**config.mk**
```make
export PLATFORM = sky130hd
export DESIGN_NAME = sgm_back
export DESIGN_NICKNAME = d
export VERILOG_FILES = /design/src/rtl/sobel_gradient_magnitude_top_defines.svh /design/src/rtl/sgm_pkg.sv /design/src/rtl/sgm_back.sv
export SDC_FILE = /design/constraint.sdc
export NUM_CORES = 1
export LEC_CHECK = 0
export BUFFER_PORTS_ARGS = -buffer_cell sky130_fd_sc_hd__buf_4
export CAP_MARGIN = 20
export CORE_UTILIZATION = 45
export CTS_CLUSTER_DIAMETER = 50
export CTS_CLUSTER_SIZE = 24
export DETAILED_ROUTE_END_ITERATION = 8
export GPL_TIMING_DRIVEN = 0
export PLACE_DENSITY = 0.68
export SLEW_MARGIN = 15
export SYNTH_ARGS = -nofsm -noshare
export SYNTH_HDL_FRONTEND = slang
export SYNTH_SLANG_ARGS = --single-unit
export TNS_END_PERCENT = 5
```
**constraint.sdc**
```tcl
create_clock -name i_clk -period 6.46 [get_ports i_clk]
set_input_delay 1.292 -clock i_clk [delete_from_list [all_inputs] [get_ports i_clk]]
set_output_delay 1.292 -clock i_clk [all_outputs]
set_load 0.01 [all_outputs]
```
**src/rtl/sobel_gradient_magnitude_top_defines.svh**
```systemverilog
// Assertion macros shared by the Sobel gradient magnitude RTL.
// Depends on nothing; take in with `include by bare file name.
`ifndef SOBEL_GRADIENT_MAGNITUDE_TOP_DEFINES_SVH
`define SOBEL_GRADIENT_MAGNITUDE_TOP_DEFINES_SVH

// Same-cycle implication, disabled while reset is low
`define SGM_ASSERT_IMPLY(label, clk, rst_n, ante, cons, msg) \
    label: assert property (@(posedge clk) disable iff (!rst_n) (ante) |-> (cons)) \
        else $error(msg);

// Next-cycle implication, disabled while reset is low
`define SGM_ASSERT_NEXT(label, clk, rst_n, ante, cons, msg) \
    label: assert property (@(posedge clk) disable iff (!rst_n) (ante) |=> (cons)) \
        else $error(msg);

`endif

```
**src/rtl/sgm_pkg.sv**
```systemverilog
// Shared constants, register indexes and interface structs of the Sobel block.
// Depends on nothing; imported by every module of the block.
`timescale 1ns / 1ps
`default_nettype none

package sgm_pkg;

    // Frame geometry
    localparam int MaxWidth   = 1024;
    localparam int MaxHeight  = 4096;
    localparam int MinDim     = 3;
    localparam int PixelBits  = 8;
    localparam int ColBits    = $clog2(MaxWidth);
    localparam int RowBits    = $clog2(MaxHeight);
    localparam int WidthBits  = ColBits + 1;
    localparam int HeightBits = RowBits + 1;

    // Gradient and root arithmetic
    localparam int GradBits = PixelBits + 2;
    localparam int SumBits  = 2 * GradBits + 1;
    localparam int RootBits = PixelBits;

    // Queue between front and back
    localparam int QDepth     = 2;
    localparam int QPtrBits   = $clog2(QDepth);
    localparam int QCountBits = $clog2(QDepth + 1);

    // Configuration registers
    localparam int RegIdxBits = 1;
    localparam int AddrBits   = RegIdxBits + 2;
    localparam int DataBits   = 32;
    localparam logic [RegIdxBits-1:0] REG_WIDTH  = 1'd0;
    localparam logic [RegIdxBits-1:0] REG_HEIGHT = 1'd1;
    localparam logic [WidthBits-1:0]  WIDTH_RESET  = WidthBits'(640);
    localparam logic [HeightBits-1:0] HEIGHT_RESET = HeightBits'(480);

    // One gradient pair waiting for its root
    typedef struct packed {
        logic [GradBits-1:0] ax;
        logic [GradBits-1:0] ay;
        logic [RowBits-1:0]  row;
        logic [ColBits-1:0]  col;
        logic                last;
    } t_grad_item;

    // Queue fill status
    typedef struct packed {
        logic full;
        logic empty;
    } t_q_status;

    // Frame geometry in use, already clamped, and the restart strobe
    typedef struct packed {
        logic [WidthBits-1:0]  width;
        logic [HeightBits-1:0] height;
        logic                  restart;
    } t_frame_cfg;

endpackage

`default_nettype wire

```
**src/rtl/sgm_back.sv**
```systemverilog
// Back end: squares the gradients, takes the saturated integer root bit by bit
// and holds the result beat. Depends on sgm_pkg; fed by sgm_queue.
`timescale 1ns / 1ps
`default_nettype none

module sgm_back import sgm_pkg::*; (
    input  logic                i_clk,
    input  logic                i_rst_n,
    input  t_q_status           i_q_status,
    input  t_grad_item          i_head,
    output logic                o_pop,
    output logic                o_result_valid,
    input  logic                i_result_ready,
    output logic [RootBits-1:0] o_magnitude,
    output logic [RowBits-1:0]  o_center_row,
    output logic [ColBits-1:0]  o_center_col,
    output logic                o_last_of_frame
);

    localparam logic [1:0] S_IDLE   = 2'd0;
    localparam logic [1:0] S_SQUARE = 2'd1;
    localparam logic [1:0] S_ROOT   = 2'd2;
    localparam logic [1:0] S_HOLD   = 2'd3;

    logic [1:0]            r_state;
    logic                  r_out_valid;
    t_grad_item            r_item;
    logic [SumBits-1:0]    r_sum;
    logic [RootBits-1:0]   r_root;
    logic [RootBits-1:0]   r_bit;
    logic [RootBits-1:0]   r_mag;
    logic [RowBits-1:0]    r_out_row;
    logic [ColBits-1:0]    r_out_col;
    logic                  r_out_last;

    logic [2*GradBits-1:0] sq_x;
    logic [2*GradBits-1:0] sq_y;
    logic [RootBits-1:0]   trial;
    logic [2*RootBits-1:0] trial_sq;
    logic                  sum_high;
    logic                  slot_free;

    assign sq_x      = r_item.ax * r_item.ax;
    assign sq_y      = r_item.ay * r_item.ay;
    assign trial     = r_root | r_bit;
    assign trial_sq  = trial * trial;
    assign sum_high  = |r_sum[SumBits-1:2*RootBits];
    assign slot_free = !r_out_valid || i_result_ready;
    assign o_pop     = (r_state == S_IDLE) && !i_q_status.empty;

    assign o_result_valid  = r_out_valid;
    assign o_magnitude     = r_mag;
    assign o_center_row    = r_out_row;
    assign o_center_col    = r_out_col;
    assign o_last_of_frame = r_out_last;

    // Sequence one item through square, root and hand-off
    always_ff @(posedge i_clk) begin
        if (!i_rst_n) begin
            r_state     <= S_IDLE;
            r_out_valid <= 1'b0;
        end else begin
            unique case (r_state)
                S_IDLE: begin
                    if (o_pop) begin
                        r_state <= S_SQUARE;
                    end
                end
                S_SQUARE: begin
                    r_state <= S_ROOT;
                end
                S_ROOT: begin
                    if (sum_high || r_bit[0]) begin
                        r_state <= S_HOLD;
                    end
                end
                S_HOLD: begin
                    if (slot_free) begin
                        r_state <= S_IDLE;
                    end
                end
            endcase
            if (r_state == S_HOLD && slot_free) begin
                r_out_valid <= 1'b1;
            end else if (i_result_ready) begin
                r_out_valid <= 1'b0;
            end
        end
    end

    // Datapath: load, square, one root bit a cycle, output register
    always_ff @(posedge i_clk) begin
        unique case (r_state)
            S_IDLE: begin
                if (o_pop) begin
                    r_item <= i_head;
                end
            end
            S_SQUARE: begin
                r_sum  <= SumBits'(sq_x) + SumBits'(sq_y);
                r_root <= '0;
                r_bit  <= {1'b1, {(RootBits-1){1'b0}}};
            end
            S_ROOT: begin
                if (sum_high) begin
                    r_root <= '1;
                end else if (trial_sq <= r_sum[2*RootBits-1:0]) begin
                    r_root <= trial;
                end
                r_bit <= r_bit >> 1;
            end
            S_HOLD: begin
                if (slot_free) begin
                    r_mag      <= r_root;
                    r_out_row  <= r_item.row;
                    r_out_col  <= r_item.col;
                    r_out_last <= r_item.last;
                end
            end
        endcase
    end

endmodule

`default_nettype wire

```
==> results.md <==
- Syn Inst Count: 1076
- Drt wl/cell: 14.3 um
- CTS max path bufs: 2
- Commonest non-fill, non-tap cell in the layout: inv_1
- Overall fraction of global-route tracks in use: 18.0%
- Worst-Margin Slew: 1.02 ns
- Drt drc: 0
- Slew margin rel.: 32.0%
- Async set-reset flop share out of synthesis: 0%
- Largest net degree at the start of global routing: 26
- Max-slew violation count: 0
- Critical Path Start Type: flip-flop
- Placed cell areas: 12600 sq um
- Synth warn: 0
- Nets: 1518
- Footprint of the multi-input gates: 7120 sq um
- First-pass GRT wire length: roughly 37 mm
- Share of layout cells above drive strength 1: about an eighth
- Final global-route overflow total: 0
- #FFs+latches synth: 114
- Synth cell types: 60
- # diodes: 0
- Synth Flop Type: edfxtp_1
- Final instance area: around 13000 sq um
- Clock transition at path regs: 0.06 ns
- Total Wirelength: around 22 mm
- Pre-antenna DRT Iters: 5
- Period utilization: a little over nine tenths
- Clk sinks: 114
- Cell Area, Synth: 11500 sq um
- Worst-Skew Late Latency: ~0.43 ns
- Fillers: 2220
- Synth Net Count: ~1400
- Worst R2R Path Depth: 19
- Row count: 58
- CORE AREA: about 25000 sq um
- Antenna viol nets, final: 0
- Final Skew: 0.0149 ns
- Vias in the first global route: 8074
- Root Buffer: clkbuf_16
- CTS Buf Count: 17
- EDFF count, synth: 111
- RSZ-0062 raised after global routing: true
- Sequential-to-total area share from yosys stat: 29.5%
- Initial antenna violation count: 0
- WP data arrival: 6.28 ns
- H-tree depth: 4
- Die Ht: 162 um
- Synth Area per Inst: 10.7 sq um
- Via count: 7640
- Vias per cell: between 5 and 6
- Post-CTS Hold Buffers: 0
- CTS tree: yes
- Max cap viols: 0
- WHS Path Cells: 0
- Setup violations, final: 0
- Status: finished clean
- Register Area: 3390 sq um
- Fin crit period: 6.13 ns
- CP Max Fanout: 7
- DRT iter0 DRCs: 364
- Most frequent cells in the layout: 249 x inv_1, 155 x fa_1, 135 x ha_1, 111 x edfxtp_1, 97 x buf_4
- Number of port buffers: 79
- GPL Wtd Cong: 0.827
- Final core occ: between 50% and 60%
- Detailed Place HPWL: roughly 17 mm
- Boundary Pins: 81
- Worst Hold Class: reg -> reg
- Max Freq: roughly 160 MHz
- Die Wd: approximately 160 um
- Final hold violations: 0
- Crit path kind: reg -> reg
- CP required: 6.61 ns
- Die area: around 26000 sq um
- Initial Utilization: 45.8%
- Critical path capture point type: flip-flop
- Area delta synth->final: 15.6%
## logic make-up after synthesis
| kind of cell | count (synthesis) | synth area share [%] |
|---|---|---|
| AO/OA/AOI/OAI | 124 | 6.92 |
| XOR/XNOR | 37 | 2.81 |
| adder cells (fa/ha/maj) | 290 | 41.6 |
| buffers and inverters | 276 | 9.01 |
| flip-flops | 114 | 29.5 |
| multiplexers | 4 | 0.359 |
| AND/OR/NAND/NOR | 231 | 9.79 |
## sequential cells by signal, indices dropped and copies added (netlist names)
register / flops
o_center_col: 10
o_center_row: 12
o_last_of_frame: 1
o_magnitude: 8
o_result_valid: 1
r_bit: 8
r_item: 43
r_root: 8
r_state: 2
r_sum: 21
## worst max-delay path, cell delays in order (launching register included)
cell and delay (ns):
edfxtp_1 0.54, buf_4 0.22, and2_1 0.17, fa_1 0.42, inv_1 0.07, fa_1 0.43
fa_1 0.51, inv_1 0.05, fa_1 0.48, fa_1 0.51, fa_1 0.51, inv_1 0.06
fa_1 0.50, inv_1 0.04, ha_1 0.35, a21oi_1 0.24, o21ai_0 0.16, a41oi_1 0.29
o41ai_2 0.15, xor2_1 0.17
## worst paths after layout
kind | start | to | slack [ns]
setup / recovery | r_item[38] | r_sum[15] | 0.33
setup reg to reg | r_item[38] | r_sum[15] | 0.33
hold / removal | r_item[1] | o_center_col[0] | 0.42
hold reg to reg | r_item[1] | o_center_col[0] | 0.42
## per-stage QoR
stage / setup slack [ns] / instances / hold slack [ns] / setup TNS (ns)
after detailed placement: -0.0455 / 1487 / 0.406 / -0.0901
after global routing: -0.0120 / 1523 / 0.428 / -0.0691
after global placement: 0.00187 / 1485 / 0.400 / 0
after floorplan: 0.511 / 1076 / 0.400 / 0
after CTS: 0.00111 / 1511 / 0.419 / 0
final: 0.331 / 1523 / 0.418 / 0
## per-layer routing
metal	global-route usage (%)	up-vias	share of wire, %
li1	-	3651	-
met1	23.2	3787	43
met2	31.2	170	51
met3	2.58	32	4.0
met4	5.79	0	2.0
met5	0	-	0
## area by class of cell
class / count / area share [%]
multi-input cells: 686 / 53.5
well taps: 330 / 3.10
repair buffers: 99 / 5.83
clock buffers: 17 / 3.20
flip-flops and latches: 114 / 25.5
plain buffers: 12 / 0.385
inverters: 250 / 7.08
clock inverters: 15 / 1.44
## synth_stat cells (5+ instances only)
| cell type | instances | area, sq um |
|---|---|---|
| a21oi_1 | 39 | 195 |
| nand2b_1 | 5 | 31.3 |
| and2_1 | 49 | 307 |
| nor2_1 | 55 | 206 |
| o22ai_1 | 5 | 31.3 |
| clkbuf_1 | 25 | 93.8 |
| edfxtp_1 | 111 | 3330 |
| a21o_1 | 13 | 97.6 |
| a211oi_1 | 5 | 37.5 |
| fa_1 | 155 | 3100 |
| xnor2_1 | 23 | 201 |
| nor3_1 | 10 | 50.1 |
| nand4_1 | 5 | 31.3 |
| xor2_1 | 14 | 123 |
| inv_1 | 249 | 935 |
| ha_1 | 135 | 1690 |
| o21ai_0 | 27 | 135 |
| nor2b_1 | 9 | 56.3 |
| nand2_1 | 77 | 289 |
## what timing repair did
item	in CTS	in global routing
setup endpoints to repair	2	16
buffers inserted	0	18
resized for setup	1	17
cloned	0	0
Power is not shown: default switching activity piles up to over one toggle a cycle in this logic, so the estimate is an artifact.
