### config.mk
export PLATFORM = sky130hd
export DESIGN_NAME = sgm_queue
export DESIGN_NICKNAME = d
export VERILOG_FILES = /design/src/rtl/sobel_gradient_magnitude_top_defines.svh /design/src/rtl/sgm_pkg.sv /design/src/rtl/sgm_queue.sv
export SDC_FILE = /design/constraint.sdc
export NUM_CORES = 1
export LEC_CHECK = 0
export ABC_CLOCK_PERIOD_IN_PS = 10370
export BUFFER_PORTS_ARGS = -buffer_cell sky130_fd_sc_hd__buf_2
export CAP_MARGIN = 20
export CORE_ASPECT_RATIO = 0.75
export CORE_MARGIN = 2
export CORE_UTILIZATION = 55
export DETAILED_ROUTE_END_ITERATION = 8
export HOLD_SLACK_MARGIN = 0.05
export PLACE_DENSITY = 0.93
export SYNTH_ARGS = -nofsm -noshare
export SYNTH_HDL_FRONTEND = slang
export SYNTH_SLANG_ARGS = --single-unit
### constraint.sdc
create_clock -name i_clk -period 10.37 [get_ports i_clk]
set_clock_uncertainty 0.05 [all_clocks]
set_input_delay 3.111 -clock i_clk [delete_from_list [all_inputs] [get_ports i_clk]]
set_output_delay 3.111 -clock i_clk [all_outputs]
set_load 0.05 [all_outputs]
### src/rtl/sobel_gradient_magnitude_top_defines.svh
// Assertion macros shared by the Sobel gradient magnitude RTL.
// Depends on nothing; take in with `include by bare file name.
`ifndef SOBEL_GRADIENT_MAGNITUDE_TOP_DEFINES_SVH
`define SOBEL_GRADIENT_MAGNITUDE_TOP_DEFINES_SVH

// Same-cycle implication, disabled while reset is low
`define SGM_ASSERT_IMPLY(label, clk, rst_n, ante, cons, msg) \
    label: assert property (@(posedge clk) disable iff (!rst_n) (ante) |-> (cons)) \
        else $error(msg);

// Next-cycle implication, disabled while reset is low
`define SGM_ASSERT_NEXT(label, clk, rst_n, ante, cons, msg) \
    label: assert property (@(posedge clk) disable iff (!rst_n) (ante) |=> (cons)) \
        else $error(msg);

`endif

### src/rtl/sgm_pkg.sv
// Shared constants, register indexes and interface structs of the Sobel block.
// Depends on nothing; imported by every module of the block.
`timescale 1ns / 1ps
`default_nettype none

package sgm_pkg;

    // Frame geometry
    localparam int MaxWidth   = 1024;
    localparam int MaxHeight  = 4096;
    localparam int MinDim     = 3;
    localparam int PixelBits  = 8;
    localparam int ColBits    = $clog2(MaxWidth);
    localparam int RowBits    = $clog2(MaxHeight);
    localparam int WidthBits  = ColBits + 1;
    localparam int HeightBits = RowBits + 1;

    // Gradient and root arithmetic
    localparam int GradBits = PixelBits + 2;
    localparam int SumBits  = 2 * GradBits + 1;
    localparam int RootBits = PixelBits;

    // Queue between front and back
    localparam int QDepth     = 2;
    localparam int QPtrBits   = $clog2(QDepth);
    localparam int QCountBits = $clog2(QDepth + 1);

    // Configuration registers
    localparam int RegIdxBits = 1;
    localparam int AddrBits   = RegIdxBits + 2;
    localparam int DataBits   = 32;
    localparam logic [RegIdxBits-1:0] REG_WIDTH  = 1'd0;
    localparam logic [RegIdxBits-1:0] REG_HEIGHT = 1'd1;
    localparam logic [WidthBits-1:0]  WIDTH_RESET  = WidthBits'(640);
    localparam logic [HeightBits-1:0] HEIGHT_RESET = HeightBits'(480);

    // One gradient pair waiting for its root
    typedef struct packed {
        logic [GradBits-1:0] ax;
        logic [GradBits-1:0] ay;
        logic [RowBits-1:0]  row;
        logic [ColBits-1:0]  col;
        logic                last;
    } t_grad_item;

    // Queue fill status
    typedef struct packed {
        logic full;
        logic empty;
    } t_q_status;

    // Frame geometry in use, already clamped, and the restart strobe
    typedef struct packed {
        logic [WidthBits-1:0]  width;
        logic [HeightBits-1:0] height;
        logic                  restart;
    } t_frame_cfg;

endpackage

`default_nettype wire

### src/rtl/sgm_queue.sv
// Short register queue of gradient pairs between front and back end.
// Depends on sgm_pkg.
`timescale 1ns / 1ps
`default_nettype none

module sgm_queue import sgm_pkg::*; (
    input  logic       i_clk,
    input  logic       i_rst_n,
    input  logic       i_push,
    input  t_grad_item i_item,
    input  logic       i_pop,
    output t_grad_item o_head,
    output t_q_status  o_status
);

    t_grad_item            r_mem [0:QDepth-1];
    logic [QPtrBits-1:0]   r_wr;
    logic [QPtrBits-1:0]   r_rd;
    logic [QCountBits-1:0] r_count;

    function automatic logic [QPtrBits-1:0] ptr_next(input logic [QPtrBits-1:0] p);
        ptr_next = (p == QPtrBits'(QDepth - 1)) ? '0 : p + QPtrBits'(1);
    endfunction

    assign o_head         = r_mem[r_rd];
    assign o_status.full  = r_count == QCountBits'(QDepth);
    assign o_status.empty = r_count == '0;

    // Advance pointers and fill count
    always_ff @(posedge i_clk) begin
        if (!i_rst_n) begin
            r_wr    <= '0;
            r_rd    <= '0;
            r_count <= '0;
        end else begin
            if (i_push) begin
                r_wr <= ptr_next(r_wr);
            end
            if (i_pop) begin
                r_rd <= ptr_next(r_rd);
            end
            if (i_push && !i_pop) begin
                r_count <= r_count + QCountBits'(1);
            end else if (i_pop && !i_push) begin
                r_count <= r_count - QCountBits'(1);
            end
        end
    end

    // Store the incoming entry
    always_ff @(posedge i_clk) begin
        if (i_push) begin
            r_mem[r_wr] <= i_item;
        end
    end

endmodule

`default_nettype wire

==> results.tsv, run 1 <==
stage	metric	value	unit
run_status	outcome	finished, final reports clean	
timing	rsz0062_at_grt	no	
cts	postCtsSetupBuffers	0	
synthesis	synth-main-ff-cell	edfxtp_1	
setup_path	startpoint_type	flop	
cts	hold_buffers	0	
drt	ant_nets	0	
synthesis	ys_seq_elements	91	
cts	clkSinkCount	91	
global_route	grt_usage	17.4	%
timing	slew_violations	0	
synthesis	synth_area	3320	sq um
floorplanning	die_height	71.3	um
synthesis	yosysTopAreaCellShare	77.8	%
cts	cts-root-buf	clkbuf_8	
drt	drt_iter0_drc	45	
synthesis	yosysMostFrequentCell	edfxtp_1	
global_route	grt_antenna_before_repair	0	
global_route	overflow	0	
timing	fmax	0.194	GHz
drt	first_pass_iters	4	
drt	post_drt_wl_per_cell	16.4	um
cts	clock_latency	0.34	ns
drt	dr_total_vias	1729	
pwr	leakagePower	1.54	nW
timing	tns	0	ns
synthesis	avgSynthCellArea	21.3	sq um
timing	timing.hold.ws	0.515	ns
drt	drc_errors	0	
flow_run	max_cap_viol_count	0	
cts	clockBufferDepth	2	
floorplanning	core-area	5830	sq um
synthesis	synth_area_leaders	edfxtp_1, mux2_2, dfxtp_1, buf_4, and2_1	
setup_path	path_class	flop to output port	
cts	cts_made_buffers	9	
global_route	grt_pass1_wl	8.46	mm
synthesis	synth_cell_type_count	17	
timing	worst_pin_slew	1.06	ns
place	place_congestion	0.674	
synthesis	yosysSeqAreaShare	80.8	%
cts	cts.repair.resized	0	
final_layout	area_growth	22.8	%
timing	timing.final.crit_share	49.8	%
floorplanning	die_area	6680	sq um
setup_path	r2r_slack	8.65	ns
final_layout	utilization	70.0	%
floorplanning	die_w	93.7	um
place	dpl_cell_area	3860	sq um
global_route	grt_max_degree	44	
final_layout	drive_above_1_share	59.1	%
cts	cts_tree	yes	
final_layout	fin_area	4080	sq um
synthesis	yosys-top-cells-count	edfxtp_1, mux2_2, dfxtp_1, and2_1, buf_4	
timing	min_period	5.16	ns
drt	finalWirelength	5.54	mm
place	dp_hpwl	3.58	mm
final_layout	final_nets	302	
min_path	hold_class	flop to flop	
synthesis	synth-warning-count	0	
setup_path	end_kind	output port	
timing	setup_viol	0	
timing	hold_violations	0	
cts	htree_levels	3	
synthesis	synthesis.nets	204	
floorplanning	ios	92	
floorplanning	initial_core_util	57.0	%
pwr	finalPower	823	uW
drt	via_per_inst	5.13	
global_route	grt_pass1_vias	1749	
floorplanning	placementRows	24	
cts	path_clk_slew	0.08	ns
pwr	power_density	202	nW/um^2
place	portBuffers	91	
setup_path	worstPathMaxFanout	43	
synthesis	synth_top_area_cell	edfxtp_1	
final_layout	diodes	0	
synthesis	syn_inst	156	
synthesis	synthArstFlopShare	0	%
pwr	irDropWorstVdd	116	uV
timing	slew_headroom	29.4	%
setup_path	worst_ep_arrival_time	2.00	ns
setup_path	cp.required	7.21	ns
synthesis	synth_edf_count	86	
## flip-flops by register name (all words and copies together) (netlist names), named ones only
register  cells
r_rd          1
r_count       2
r_mem        86
r_wr          1
## area by class of cell
class                   count  area [sq um]
repair buffers             92           463
inverters                   1          3.75
multi-input cells          59           608
clock buffers              12           145
clock inverters             4          75.1
well taps                  78          97.6
fillers                   406          1750
flip-flops and latches     91          2680
## worst paths after layout
check                     startpoint                       to  depth (start not counted)
max reg2reg        r_wr$_SDFFE_PN0P_    r_mem[1][9]$_DFFE_PP_                          1
min          r_count[1]$_SDFFE_PN0P_  r_count[1]$_SDFFE_PN0P_                          2
min reg2reg  r_count[1]$_SDFFE_PN0P_  r_count[1]$_SDFFE_PN0P_                          2
max                             flop                o_head[2]                          2
## worst max-delay path: stages, from the launching register on
cell and delay, ns:
dfxtp_2 1.00, mux2_2 0.44, buf_2 0.21
## stage by stage
| step | std cells | worst slack, ns |
|---|---|---|
| after CTS | 337 | 5.15 |
| after global routing | 337 | 5.07 |
| after global placement | 321 | 5.55 |
| after detailed placement | 321 | 5.55 |
| final | 337 | 5.21 |
| after floorplan | 156 | 4.81 |
## cell usage in the layout, fill, tap and decap left out, types with 2 or more instances in the layout
cell	netlist	final
clkinvlp_4	0	2
xor2_1	2	2
bufinv_16	0	2
clkbuf_1	0	2
mux2_2	43	43
dfxtp_1	5	4
clkbuf_8	0	10
edfxtp_1	86	86
buf_2	1	91
and2_1	4	3
## layer usage
metal | GRT usage [%] | wire length [um] | up-vias
met2 | 29.3 | 2720 | 87
met4 | 4.83 | 21 | 0
met5 | 0 | 0 | -
met1 | 20.5 | 2260 | 839
li1 | - | - | 799
met3 | 8.10 | 532 | 4
## logic make-up after synthesis
kind of cell,Yosys count,share of synthesized area (%)
AND/OR/NAND/NOR,9,1.70
buffers and inverters,6,1.17
multiplexers,43,14.6
adder cells (fa/ha/maj),1,0.377
AO/OA/AOI/OAI,3,0.603
XOR/XNOR,3,0.791
flip-flops,91,80.8
## power breakdown
group,switching [mW],internal [mW]
Sequential,0.0119,0.424
Clock,0.112,0.142
Combinational,0.0933,0.0403
Total,0.217,0.606
Note: power is estimated with default switching activity, not from simulation.
==> inputs of run 2 (changes only) <==
- ABC_CLOCK_PERIOD_IN_PS: 10370 -> 4630
- CORE_UTILIZATION: 55 -> 46
- PLACE_DENSITY: 0.93 -> 0.84
- clock period: 10.37 -> 4.63 ns (I/O delays scaled with it)
==> run 2 against run 1 <==
Effect of this change:
- routed wire length is 3.4% lower
- final area fell by 0.25%
- core utilization shrank 11 points
- clock power up 96%
- first-iteration DRC count rose by 13%
- sequential power grew 120%
- largest cell class unchanged
- highest routed layer unchanged
==> results.tsv, run 2 (synthesis gave the netlist of run 1 again) <==
stage	metric	value	unit
run_status	outcome	finished, final reports clean	
final_layout	largest_register_ff_count	86	
min_path	hold_start	r_count[1]$_SDFFE_PN0P_	
floorplanning	initial_core_util	48.1	%
cts	path_clk_slew	0.08	ns
place	place_congestion	0.661	
setup_path	worstPathMaxFanout	43	
floorplanning	ios	92	
drt	ant_nets	0	
global_route	grt_pass1_vias	1798	
timing	slew_headroom	31.9	%
setup_path	r2r_slack	2.90	ns
setup_path	crit_chain	mux2_2, buf_2	
global_route	overflow	0	
place	dp_hpwl	3.46	mm
global_route	grt_antenna_before_repair	0	
setup_path	max_stage_delay	1.00	ns
timing	worst_pin_slew	1.02	ns
setup_path	worst_ep_arrival_time	2.00	ns
place	portBuffers	91	
cts	postCtsSetupBuffers	0	
drt	finalWirelength	5.35	mm
min_path	min_path_cells	2	
cts	htree_levels	3	
min_path	whs_endpoint	r_count[1]$_SDFFE_PN0P_	
cts	cts_made_buffers	9	
final_layout	mostFrequentLayoutCells	buf_2, edfxtp_1, mux2_2	
floorplanning	die_area	7920	sq um
final_layout	mostFrequentLayoutCell	buf_2	
place	dpl_cell_area	3880	sq um
cts	clock_latency	0.34	ns
flow_run	max_cap_viol_count	0	
timing	fmax	0.291	GHz
setup_path	startpoint_type	flop	
cts	cts-root-buf	clkbuf_8	
timing	hold_violations	0	
timing	setup_viol	0	
drt	drc_errors	0	
setup_path	cp_top_family	flip-flops	
timing	rsz0062_at_grt	no	
final_layout	diodes	0	
drt	dr_total_vias	1699	
drt	drt_iter0_drc	51	
timing	timing.final.crit_share	74.3	%
cts	clkSinkCount	91	
setup_path	r2r_cells	2	
pwr	irDropWorstVdd	232	uV
floorplanning	die_w	102	um
drt	post_drt_wl_per_cell	15.0	um
global_route	grt_max_degree	44	
cts	cts.repair.resized	0	
setup_path	slowest_stage	dfxtp_2	
floorplanning	core-area	6900	sq um
final_layout	drive_above_1_share	59.1	%
floorplanning	placementRows	26	
final_layout	area_growth	22.5	%
setup_path	end_kind	output port	
setup_path	reg2reg_to	r_mem[0][24]$_DFFE_PP_	
timing	tns	0	ns
final_layout	final_nets	302	
timing	min_period	3.44	ns
min_path	hold_class	flop to flop	
drt	via_per_inst	4.76	
setup_path	reg2reg_from	r_wr$_SDFFE_PN0P_	
final_layout	fill_cells	578	
cts	hold_buffers	0	
final_layout	fin_area	4070	sq um
pwr	finalPower	1.77	mW
pwr	leakagePower	1.53	nW
cts	cts_tree	yes	
final_layout	largest-register	r_mem	
global_route	grt_usage	14.4	%
drt	first_pass_iters	4	
setup_path	critPathBufInv	1	
timing	slew_violations	0	
cts	clockBufferDepth	2	
floorplanning	die_height	77.6	um
final_layout	reg.largest.list	r_mem: 86 flops, r_count: 2 flops	
global_route	grt_pass1_wl	8.42	mm
setup_path	cp.required	3.19	ns
pwr	power_density	435	nW/um^2
setup_path	path_class	flop to output port	
## run 2: worst max path at each step
stage | endpoint | start | slack, ns | depth (start not counted)
2_1_floorplan | r_mem[0][0]$_DFFE_PP_ | i_push | 0.79 | 1
3_3_place_gp | o_head[2] | flop | 1.49 | 2
3_5_place_dp | o_head[2] | flop | 1.52 | 2
4_1_cts | o_head[2] | flop | 1.11 | 2
5_1_grt | o_head[22] | flop | 1.05 | 2
6_report | o_head[4] | flop | 1.19 | 2
## run 2: worst min-delay path, stage by stage (launching register included)
cell      delay [ns]
dfxtp_1         0.35
o21ai_0         0.08
a21boi_1        0.06
## run 2: final cells by class
cell class	instances	area [sq um]	area share (%)
multi-input cells	59	608	15.0
clock buffers	11	131	3.23
flip-flops and latches	91	2680	66.0
well taps	98	123	3.02
inverters	1	3.75	0.0923
clock inverters	5	53.8	1.32
repair buffers	92	463	11.4
## run 2: layer usage
layer  up-vias  wire [um]  part of all wire (%)  GRT usage [%]
li1        805          -                     -              -
met1       826       2230                    42           16.5
met2        60       2660                    50           23.9
met3         8        394                   7.4           6.67
met4         0         72                   1.3           4.80
met5         -          0                     0              0
## run 2: power breakdown
part | total [mW] | switching [mW] | internal [mW] | leakage [nW]
Sequential | 0.975 | 0.0263 | 0.949 | 0.849
Clock | 0.499 | 0.251 | 0.248 | 0.0971
Combinational | 0.296 | 0.206 | 0.0900 | 0.588
## run 2: metrics by stage
stage,setup slack [ns],utilization [%],cells,hold slack (ns)
2_1_floorplan,0.793,-,156,0.416
3_3_place_gp,1.49,56.3,341,0.442
3_5_place_dp,1.52,56.3,341,0.464
4_1_cts,1.11,59.0,357,0.479
5_1_grt,1.05,59.0,357,0.539
6_report,1.19,59.0,357,0.478
